## config.mk

```make
export PLATFORM = sky130hd
export DESIGN_NAME = pls_isqrt
export DESIGN_NICKNAME = d
export VERILOG_FILES = /design/src/rtl/pls_isqrt.sv
export SDC_FILE = /design/constraint.sdc
export NUM_CORES = 2
export LEC_CHECK = 0
export BUFFER_PORTS_ARGS = -buffer_cell sky130_fd_sc_hd__buf_2
export CAP_MARGIN = 10
export CORE_MARGIN = 10
export CORE_UTILIZATION = 60
export CTS_BUF_LIST = sky130_fd_sc_hd__clkbuf_4 sky130_fd_sc_hd__clkbuf_8
export CTS_CLUSTER_DIAMETER = 80
export CTS_CLUSTER_SIZE = 20
export DETAILED_ROUTE_END_ITERATION = 8
export HOLD_SLACK_MARGIN = 0.1
export PLACE_DENSITY = 0.76
export SLEW_MARGIN = 20
export SYNTH_ARGS = -nofsm -noshare
export SYNTH_HDL_FRONTEND = slang
export SYNTH_SLANG_ARGS = --single-unit
```

## constraint.sdc

```tcl
create_clock -name i_clk -period 8.7 [get_ports i_clk]
set_input_delay 0.87 -clock i_clk [delete_from_list [all_inputs] [get_ports i_clk]]
set_output_delay 0.87 -clock i_clk [all_outputs]
set_load 0.005 [all_outputs]
```

## src/rtl/pls_isqrt.sv

```systemverilog
// Pipelined integer square root, one root bit per stage.
module pls_isqrt #(
    parameter int IW = 62
) (
    input  logic            i_clk,
    input  logic [IW-1:0]   i_val,
    output logic [IW/2-1:0] o_root
);
    localparam int RW  = IW / 2;
    localparam int RMW = RW + 2;

    logic [IW-1:0]  r_x   [RW];
    logic [RMW-1:0] r_rem [RW];
    logic [RW-1:0]  r_q   [RW];

    for (genvar k = 0; k < RW; k++) begin : g_step
        logic [IW-1:0]  x_in;
        logic [RMW-1:0] rem_in;
        logic [RW-1:0]  q_in;
        logic [RMW+1:0] rem_sh;
        logic [RMW+1:0] trial;
        if (k == 0) begin : g_head
            assign x_in   = i_val;
            assign rem_in = '0;
            assign q_in   = '0;
        end else begin : g_body
            assign x_in   = r_x[k-1];
            assign rem_in = r_rem[k-1];
            assign q_in   = r_q[k-1];
        end
        assign rem_sh = {rem_in, x_in[IW-1:IW-2]};
        assign trial  = {2'b00, q_in, 2'b01};
        always_ff @(posedge i_clk) begin
            r_x[k] <= {x_in[IW-3:0], 2'b00};
            if (rem_sh >= trial) begin
                r_rem[k] <= RMW'(rem_sh - trial);
                r_q[k]   <= {q_in[RW-2:0], 1'b1};
            end else begin
                r_rem[k] <= RMW'(rem_sh);
                r_q[k]   <= {q_in[RW-2:0], 1'b0};
            end
        end
    end

    assign o_root = r_q[RW-1];
endmodule

```

==> reports/metrics.yaml <==
detailed_routing:
  route.detailed.drc: 0
  drtIter0Drc: 3827
  ant_nets: 0
  first_pass_iters: 6
  via_per_inst: 5.50
  vias: 58400
  drt-wirelength-per-cell_microns: 16.8
  routed_wl_microns: 179000
timing:
  finalHoldViolations: 0
  tns_ns: 0
  fin_skew_ns: 0.0516
  period_share: 0.469
  worstMarginPinSlew_ns: 1.06
  report.final.slew_viol_count: 0
  slew_headroom: 0.293
  finalSetupViolCount: 0
  grt_setup_unrepaired: "no"
  fmax_mhz: 245
  layout_min_cycle_time_ns: 4.08
clocking:
  post_cts_buffers: 0
  clk_pin_slew_ns: 0.12
  post_cts_resized: 0
  cts_tree: "yes"
  clk_latency_ns: 0.94
  cts_sinks: 2368
  ctsRootBufferMaster: "clkbuf_8"
  cts_max_level: 4
  cts_made_buffers: 140
  clockBufferDepth: 3
cells_and_area:
  syn_to_final_growth_pct: 6.14
  final_area_sq_um: 92300
  final_common_cell: "dfxtp_1"
  fin_nets: 9278
  layout_common_cells: "dfxtp_1, inv_1, nor2_1, a21oi_1, ha_1"
  drive_gt1_frac: 0.0536
  fin_cells: 10600
floorplanning:
  chipWidth_microns: 401
  std_cell_rows: 139
  coreArea_sq_um: 144000
  die-area_sq_um: 161000
  die_h_microns: 401
  io-pin-count: 94
  start_util: 0.605
worst_setup_path:
  required_ns: 9.50
  startpoint_type: "register"
  cp_data_arrival_time_ns: 4.88
  cp_max_fo: 36
  cp-end-kind: "register"
  slowest_stage: "nor4b_1"
  path_class: "register to register"
  path_cells: "inv_1 > ha_1 > o21ai_0 > a221oi_1 > a211oi_1 > nor4b_1 > a21o_1 > a41o_1 > buf_4 > o311a_1 > nand3_1 > xnor2_1"
  path_buf_inv: 2
  critical-path-max-stage-delay_ns: 0.57
  crit_family: "compound AO/OA/AOI/OAI gates"
yosys:
  yosysWarnings: 0
  ys.flop_type: "dfxtp_1"
  yosysUniqueCellTypes: 100
  yosysSeqAreaShare: 0.545
  synth_edf_count: 0
  synth_area_sq_um: 87000
  synth_fp_nets: 9133
  syn_inst: 8542
  syn_area_per_cell_sq_um: 10.2
  synth.ff_latch_count: 2368
  synthArstFlopShare: 0
global_routing:
  grt_pass1_vias: 57100
  antenna_found_initial: 2
  grt_usage: 0.216
  grt_overflow: 0
  grt_pass1_wl_microns: 290000
  grt_max_degree: 55
power_and_ir_drop:
  cellPowerDensity_nw_per_um2: 253
  leakage_nw: 43.5
  switchingPower_mw: 7.09
  p_sw_frac: 0.303
  peakVddDrop_uv: 196
  p_seq_frac: 0.599
  power_frac_clock: 0.207
  intPower_mw: 16.3
  combPwrFrac: 0.194
placed_design:
  dp_hpwl_microns: 137000
  dp_cells: 10400
  gp_congestion: 0.931
  place_area_sq_um: 89300
  place.port_buffers: 93
run_status:
  status: "complete, no violations"
hold_path:
  min-delay-path-class: "register to register"
run:
  cap_violations: 0
[worst register-to-register path: stages, from the launching register on]
cell      delay [ns]
dfxtp_1         0.35
inv_1           0.04
ha_1            0.34
o21ai_0         0.17
a221oi_1        0.53
a211oi_1        0.22
nor4b_1         0.57
a21o_1          0.27
a41o_1          0.48
buf_4           0.44
o311a_1         0.31
nand3_1         0.11
xnor2_1         0.14
[state kept, by name, summed over array words and instances (netlist names)]
signal and cells:
r_q 496, r_x 930, r_rem 942
[final cells by class]
type | instances | area, sq um
Antenna cell | 4 | 10.0
Clock buffer | 144 | 1970
Clock inverter | 28 | 364
Fill cell | 11600 | 51500
Inverter | 651 | 2450
Multi-Input combinational cell | 5352 | 36500
Sequential cell | 2368 | 47400
Tap cell | 1903 | 2380
Timing Repair Buffer | 174 | 1250
[worst paths after layout]
| kind | from | slack, ns | depth (start not counted) | end |
|---|---|---|---|---|
| worst max-delay path | r_q[1][217] | 4.62 | 12 | r_rem[1][292] |
| worst min-delay path | r_x[0][310] | 0.31 | 0 | r_x[0][372] |
| worst max register to register | r_q[1][217] | 4.62 | 12 | r_rem[1][292] |
| worst min register to register | r_x[0][310] | 0.31 | 0 | r_x[0][372] |
[cell usage after synthesis (56+ instances only)]
cell / number / area share
nor3_1: 194 / 0.011
nand2_1: 506 / 0.022
o21ai_0: 414 / 0.024
inv_1: 648 / 0.028
nand4_1: 96 / 0.0069
nor2b_1: 76 / 0.0055
xor2_1: 382 / 0.038
a21oi_1: 572 / 0.033
or3_1: 94 / 0.0068
xnor2_1: 394 / 0.040
clkbuf_1: 133 / 0.0057
nor4_1: 106 / 0.0076
mux2_2: 75 / 0.0097
a21o_1: 194 / 0.017
a31oi_1: 56 / 0.0040
nor2_1: 584 / 0.025
or4_1: 72 / 0.0062
nand3_1: 134 / 0.0077
ha_1: 528 / 0.076
o21a_1: 79 / 0.0068
dfxtp_1: 2368 / 0.55
nand2b_1: 117 / 0.0084
[timing repair]
item	in CTS	in global routing
hold buffers	63	0
endpoints found under the setup margin	0	0
hold endpoints to repair	63	0
[routing by layer]
layer  share of wire  global-route usage  routed length (microns)  up-vias
met4           0.031              0.0716                     5520        0
li1                -                   -                        -    29400
met5               0                   0                        0        -
met1            0.43               0.269                    77600    27300
met2            0.49               0.386                    88000     1342
met3           0.042              0.0281                     7460      362
[stage by stage]
stage	hold WS (ns)	setup slack [ns]	total power [mW]	util
global route	0.301	4.38	24.7	0.642
detailed placement	0.312	4.77	18.7	0.621
global placement	0.309	4.83	18.6	0.621
CTS	0.291	4.69	23.6	0.642
finish	0.314	4.62	23.4	0.642
floorplan	0.310	5.61	17.3	-
[kinds of logic (layout without fill, tap and decap cells)]
group,count (synthesis),in the layout,share of synthesized area
AOI/OAI and AO/OA,1722,1722,0.123
xor gates and xnor gates,776,776,0.0782
adders and majority gates,528,528,0.0760
buffers and inverters,822,997,0.0361
DFF,2368,2368,0.545
muxes,103,103,0.0137
other,1,5,0.0000431
and+or+nand+nor,2222,2222,0.128
[power by group through the flow]
stage                     clock [mW]  sequential (mW)  combinational [mW]
final                           4.84             14.0                4.54
after global routing            5.42             14.2                5.10
after CTS                       5.03             14.0                4.53
after detailed placement           0             14.2                4.48
after global placement             0             14.2                4.40
after floorplan                    0             13.7                3.58
Note: power is estimated with default switching activity, not from simulation.
