[config.mk]
export PLATFORM = sky130hd
export DESIGN_NAME = pls_div
export DESIGN_NICKNAME = d
export VERILOG_FILES = /design/src/rtl/pls_div.sv
export SDC_FILE = /design/constraint.sdc
export NUM_CORES = 2
export LEC_CHECK = 0
export BUFFER_PORTS_ARGS = -buffer_cell sky130_fd_sc_hd__clkbuf_2
export CAP_MARGIN = 10
export CORE_MARGIN = 3
export CORE_UTILIZATION = 45
export CTS_CLUSTER_SIZE = 20
export DETAILED_ROUTE_END_ITERATION = 7
export GPL_ROUTABILITY_DRIVEN = 0
export HOLD_SLACK_MARGIN = 0.06
export PLACE_DENSITY_LB_ADDON = 0.1
export RECOVER_POWER = 50
export SKIP_LAST_GASP = 1
export SYNTH_ARGS = -nofsm -noshare
export SYNTH_HDL_FRONTEND = slang
export SYNTH_SLANG_ARGS = --single-unit
[constraint.sdc]
create_clock -name i_clk -period 4.5 [get_ports i_clk]
set_input_delay 1.125 -clock i_clk [delete_from_list [all_inputs] [get_ports i_clk]]
set_output_delay 1.125 -clock i_clk [all_outputs]
set_load 0.01 [all_outputs]
[src/rtl/pls_div.sv]
// Pipelined restoring divider, one quotient bit per stage.
module pls_div #(
    parameter int NW = 47,
    parameter int DW = 31,
    parameter int QW = 16
) (
    input  logic          i_clk,
    input  logic [NW-1:0] i_num,
    input  logic [DW-1:0] i_den,
    output logic [QW-1:0] o_quo
);
    localparam int CW = (NW > DW + QW) ? NW : DW + QW;

    logic [NW-1:0] r_num [QW];
    logic [DW-1:0] r_den [QW];
    logic [QW-1:0] r_quo [QW];

    for (genvar k = 0; k < QW; k++) begin : g_step
        localparam int B = QW - 1 - k;
        logic [NW-1:0] num_in;
        logic [DW-1:0] den_in;
        logic [QW-1:0] quo_in;
        logic [CW-1:0] rem_w;
        logic [CW-1:0] dsh_w;
        if (k == 0) begin : g_head
            assign num_in = i_num;
            assign den_in = i_den;
            assign quo_in = '0;
        end else begin : g_body
            assign num_in = r_num[k-1];
            assign den_in = r_den[k-1];
            assign quo_in = r_quo[k-1];
        end
        assign rem_w = CW'(num_in);
        assign dsh_w = CW'(den_in) << B;
        always_ff @(posedge i_clk) begin
            r_den[k] <= den_in;
            if (rem_w >= dsh_w) begin
                r_num[k] <= NW'(rem_w - dsh_w);
                r_quo[k] <= quo_in | (QW'(1) << B);
            end else begin
                r_num[k] <= num_in;
                r_quo[k] <= quo_in;
            end
        end
    end

    assign o_quo = r_quo[QW-1];
endmodule

==> flow_summary.json <==
{
  "areaGrowthSynthToFinish_pct": 12.45,
  "grt_pass1_vias": 46860,
  "floorplan.initialDensity": 0.4540,
  "synth_seq_area_share": 0.4310,
  "fmax_mhz": 247.9,
  "rows": 134,
  "dr_total_vias": 46990,
  "ys_ff_latch": 1306,
  "worst_pin_slew_ns": 0.9668,
  "synth.area.mux_share": 0.01200,
  "max_slew_margin": 0.3495,
  "power.density_mw_per_mm2": 760.7,
  "layout.nets": 7503,
  "post_drt_wl_per_cell_um": 17.61,
  "grt_pass1_wl_um": 244000,
  "synth.distinct_cells": 84,
  "cts_hold_fix_bufs": 0,
  "dieWidth_um": 373.2,
  "reported_max_cap_violation_count": 0,
  "synth.largest_area_cell": "sky130_fd_sc_hd__dfxtp_1",
  "top_level_ports": 95,
  "post_synthesis_net_count": 7368,
  "fin_skew_ns": 0.03285,
  "ys.warnings.count": 0,
  "setup_viol": 0,
  "grt_antenna_before_repair": 2,
  "cts_num_sinks": 1306,
  "drt.antenna.violating_nets": 0,
  "worst_skew_pair.late_latency_ns": 0.78,
  "synth_ff_type": "sky130_fd_sc_hd__dfxtp_1",
  "synthAdderAreaFrac": 0.1072,
  "post_synth_and_or_nand_nor_area_fraction": 0.1386,
  "drt_drc_violations_left": 0,
  "drt_iter0_markers": 2372,
  "cts_root_buf": "sky130_fd_sc_hd__clkbuf_16",
  "timing.final.crit_share": 0.8964,
  "power.leakage_uw": 0.03066,
  "postCtsSetupRepairBufs": 0,
  "via_per_inst": 5.337,
  "result_of_the_run": "complete, no violations",
  "synth_xor_xnor_area_share": 0.07276,
  "cts-root-to-sink-buffers": 3,
  "synth.avg_cell_area_sq_um": 8.951,
  "htreeDepth": 4,
  "cts_tree": "built",
  "drt-total-wl_um": 155000,
  "synth.area.top_cells": "sky130_fd_sc_hd__dfxtp_1 (43%), sky130_fd_sc_hd__ha_1 (10%), sky130_fd_sc_hd__a21oi_1 (5.1%), sky130_fd_sc_hd__xnor2_1 (4.1%), sky130_fd_sc_hd__inv_1 (4.0%)",
  "number_of_standard_cells_after_synthesis": 6778,
  "core_area_sq_mm": 0.1336,
  "dp_hpwl_um": 124800,
  "clkTransAtPathRegs_ns": 0.06,
  "hold_viol_final": 0,
  "synth_edf_count": 0,
  "power.total_uw": 51890,
  "critPathCaptureType": "flop",
  "compound_gate_portion_of_the_synthesized_area": 0.1866,
  "fin_hold_ws_ns": 0.3183,
  "fin_setup_tns_ns": 0,
  "max-vdd-ir-drop_v": 0.0003748,
  "worst-setup-path-type": "flop to flop",
  "cp.required_ns": 5.16,
  "timing.hold.worst.class": "flop to flop",
  "layout_min_cycle_time_ns": 4.034,
  "cts_inserted_buffers": 143,
  "die_y_um": 373.2,
  "regToRegSetupSlack_ns": 0.47,
  "cp_data_arrival_time_ns": 4.69,
  "grt.total_usage": 0.2182,
  "unrepaired_setup_endpoints_after_global_routing": "false",
  "die_ar_sq_mm": 0.1393,
  "critPathLaunchType": "flop",
  "grt_max_degree": 58,
  "layout-drive-gt1-share": 0.07337,
  "io_buffers": 94,
  "dr.pass1.iters": 5,
  "synthArstFlopShare": 0,
  "ctsResizeCount": 0,
  "grt-ovfl-total": 0,
  "critical_path_peak_fanout": 6,
  "synth_top_family_by_area": "compound AO/OA/AOI/OAI gates",
  "drv_slew": 0,
  "synth_top_area_frac": 0.4310,
  "syn_area_sq_mm": 0.06067
}
## layer usage
metal | track usage | wire length (um) | part of all wire
met1 | 0.2190 | 58890 | 0.38
met2 | 0.4215 | 81290 | 0.52
met3 | 0.03202 | 5262 | 0.034
met4 | 0.1321 | 9521 | 0.061
met5 | 0 | 15 | 0.000097
## path summary, 6_finish.rpt
kind	start	endpoint	depth (start not counted)
setup / recovery	r_num[1][98]	r_num[1][183]	15
hold / removal	r_quo[3][6]	r_quo[3][22]	0
setup reg to reg	r_num[1][98]	r_num[1][183]	15
hold reg to reg	r_quo[3][6]	r_quo[3][22]	0
## cell type report
cell class                      instances  area (sq um)
Multi-Input combinational cell       4637         31450
Inverter                              642          2410
Antenna cell                            2         5.005
Clock buffer                          203          4025
Fill cell                           12470         65410
Sequential cell                      1306         26150
Tap cell                             1768          2212
Clock inverter                         62         719.4
Timing Repair Buffer                  183          1255
## state kept, by name, indices dropped and copies added, names as in the netlist
signal  count
r_num     705
r_quo     136
r_den     465
## critical path: stages, from the launching register on
cell                        delay [ns]
sky130_fd_sc_hd__dfxtp_1          0.31
sky130_fd_sc_hd__inv_1            0.05
sky130_fd_sc_hd__ha_1             0.16
sky130_fd_sc_hd__inv_1            0.05
sky130_fd_sc_hd__fa_1             0.43
sky130_fd_sc_hd__a211oi_1         0.26
sky130_fd_sc_hd__o21ai_0          0.18
sky130_fd_sc_hd__a32oi_1          0.45
sky130_fd_sc_hd__o2111ai_1        0.29
sky130_fd_sc_hd__a41oi_1          0.61
sky130_fd_sc_hd__nand4bb_1        0.25
sky130_fd_sc_hd__a21boi_0         0.18
sky130_fd_sc_hd__nor4b_1          0.32
sky130_fd_sc_hd__buf_4            0.19
sky130_fd_sc_hd__nand2_1          0.06
sky130_fd_sc_hd__xnor2_1          0.13
## synthesized netlist by cell type (15+ instances only)
cell / count
sky130_fd_sc_hd__dfxtp_1: 1306
sky130_fd_sc_hd__inv_1: 641
sky130_fd_sc_hd__a21oi_1: 621
sky130_fd_sc_hd__nand2_1: 509
sky130_fd_sc_hd__ha_1: 496
sky130_fd_sc_hd__nor2_1: 453
sky130_fd_sc_hd__o21ai_0: 439
sky130_fd_sc_hd__xnor2_1: 281
sky130_fd_sc_hd__a21o_1: 246
sky130_fd_sc_hd__xor2_1: 223
sky130_fd_sc_hd__clkbuf_1: 178
sky130_fd_sc_hd__nand3_1: 109
sky130_fd_sc_hd__nor3_1: 104
sky130_fd_sc_hd__nand4_1: 101
sky130_fd_sc_hd__nand2b_1: 83
sky130_fd_sc_hd__nor2b_1: 73
sky130_fd_sc_hd__o21bai_1: 72
sky130_fd_sc_hd__mux2_2: 62
sky130_fd_sc_hd__nor4_1: 61
sky130_fd_sc_hd__o21a_1: 56
sky130_fd_sc_hd__a31oi_1: 55
sky130_fd_sc_hd__a211oi_1: 50
sky130_fd_sc_hd__and3_1: 43
sky130_fd_sc_hd__o31ai_1: 40
sky130_fd_sc_hd__or3_1: 33
sky130_fd_sc_hd__o211ai_1: 29
sky130_fd_sc_hd__or4_1: 26
sky130_fd_sc_hd__o31a_1: 21
sky130_fd_sc_hd__nand4b_1: 20
sky130_fd_sc_hd__a211o_1: 19
sky130_fd_sc_hd__and2_1: 19
sky130_fd_sc_hd__a21boi_0: 18
sky130_fd_sc_hd__and4_1: 18
sky130_fd_sc_hd__nor4b_1: 17
sky130_fd_sc_hd__or2_2: 16
sky130_fd_sc_hd__a2111oi_0: 15
sky130_fd_sc_hd__fa_1: 15
## layout by cell type, fill, tap and decap left out, types with 29 or more instances in the layout
master | synthesis | layout
sky130_fd_sc_hd__dfxtp_1 | 1306 | 1306
sky130_fd_sc_hd__inv_1 | 641 | 641
sky130_fd_sc_hd__a21oi_1 | 621 | 621
sky130_fd_sc_hd__nand2_1 | 509 | 509
sky130_fd_sc_hd__ha_1 | 496 | 496
sky130_fd_sc_hd__nor2_1 | 453 | 453
sky130_fd_sc_hd__o21ai_0 | 439 | 439
sky130_fd_sc_hd__xnor2_1 | 281 | 281
sky130_fd_sc_hd__a21o_1 | 246 | 245
sky130_fd_sc_hd__xor2_1 | 223 | 223
sky130_fd_sc_hd__clkbuf_16 | 0 | 144
sky130_fd_sc_hd__nand3_1 | 109 | 109
sky130_fd_sc_hd__nor3_1 | 104 | 103
sky130_fd_sc_hd__nand4_1 | 101 | 101
sky130_fd_sc_hd__clkbuf_2 | 0 | 87
sky130_fd_sc_hd__nand2b_1 | 83 | 83
sky130_fd_sc_hd__buf_4 | 0 | 79
sky130_fd_sc_hd__o21bai_1 | 72 | 72
sky130_fd_sc_hd__nor2b_1 | 73 | 71
sky130_fd_sc_hd__mux2_2 | 62 | 62
sky130_fd_sc_hd__nor4_1 | 61 | 59
sky130_fd_sc_hd__o21a_1 | 56 | 56
sky130_fd_sc_hd__a31oi_1 | 55 | 54
sky130_fd_sc_hd__a211oi_1 | 50 | 49
sky130_fd_sc_hd__clkbuf_1 | 178 | 46
sky130_fd_sc_hd__and3_1 | 43 | 43
sky130_fd_sc_hd__o31ai_1 | 40 | 40
sky130_fd_sc_hd__or3_1 | 33 | 33
sky130_fd_sc_hd__o211ai_1 | 29 | 29
## through the flow
step / setup slack [ns] / cells / cell area (sq um) / utilization
after floorplan: 0.6850 / 6778 / 60670 / -
after global placement: 0.1515 / 8536 / 63480 / 0.4750
after detailed placement: 0.2189 / 8536 / 63480 / 0.4750
after CTS: 0.4797 / 8801 / 68220 / 0.5106
after global routing: 0.2711 / 8803 / 68220 / 0.5105
final: 0.4661 / 8803 / 68220 / 0.5105
## power by group
part / internal (uW) / switching [uW]
Clock: 6730 / 4790
Combinational: 10100 / 13000
Sequential: 15000 / 2260
Total: 31800 / 20100
## cell families after synthesis
kind of cell | Yosys count
multiplexers | 65
adder cells (fa/ha/maj) | 511
XOR/XNOR | 504
AND/OR/NAND/NOR | 1726
flip-flops | 1306
buffers and inverters | 835
AO/OA/AOI/OAI | 1831
No activity file was read; power rests on OpenSTA's default activity.
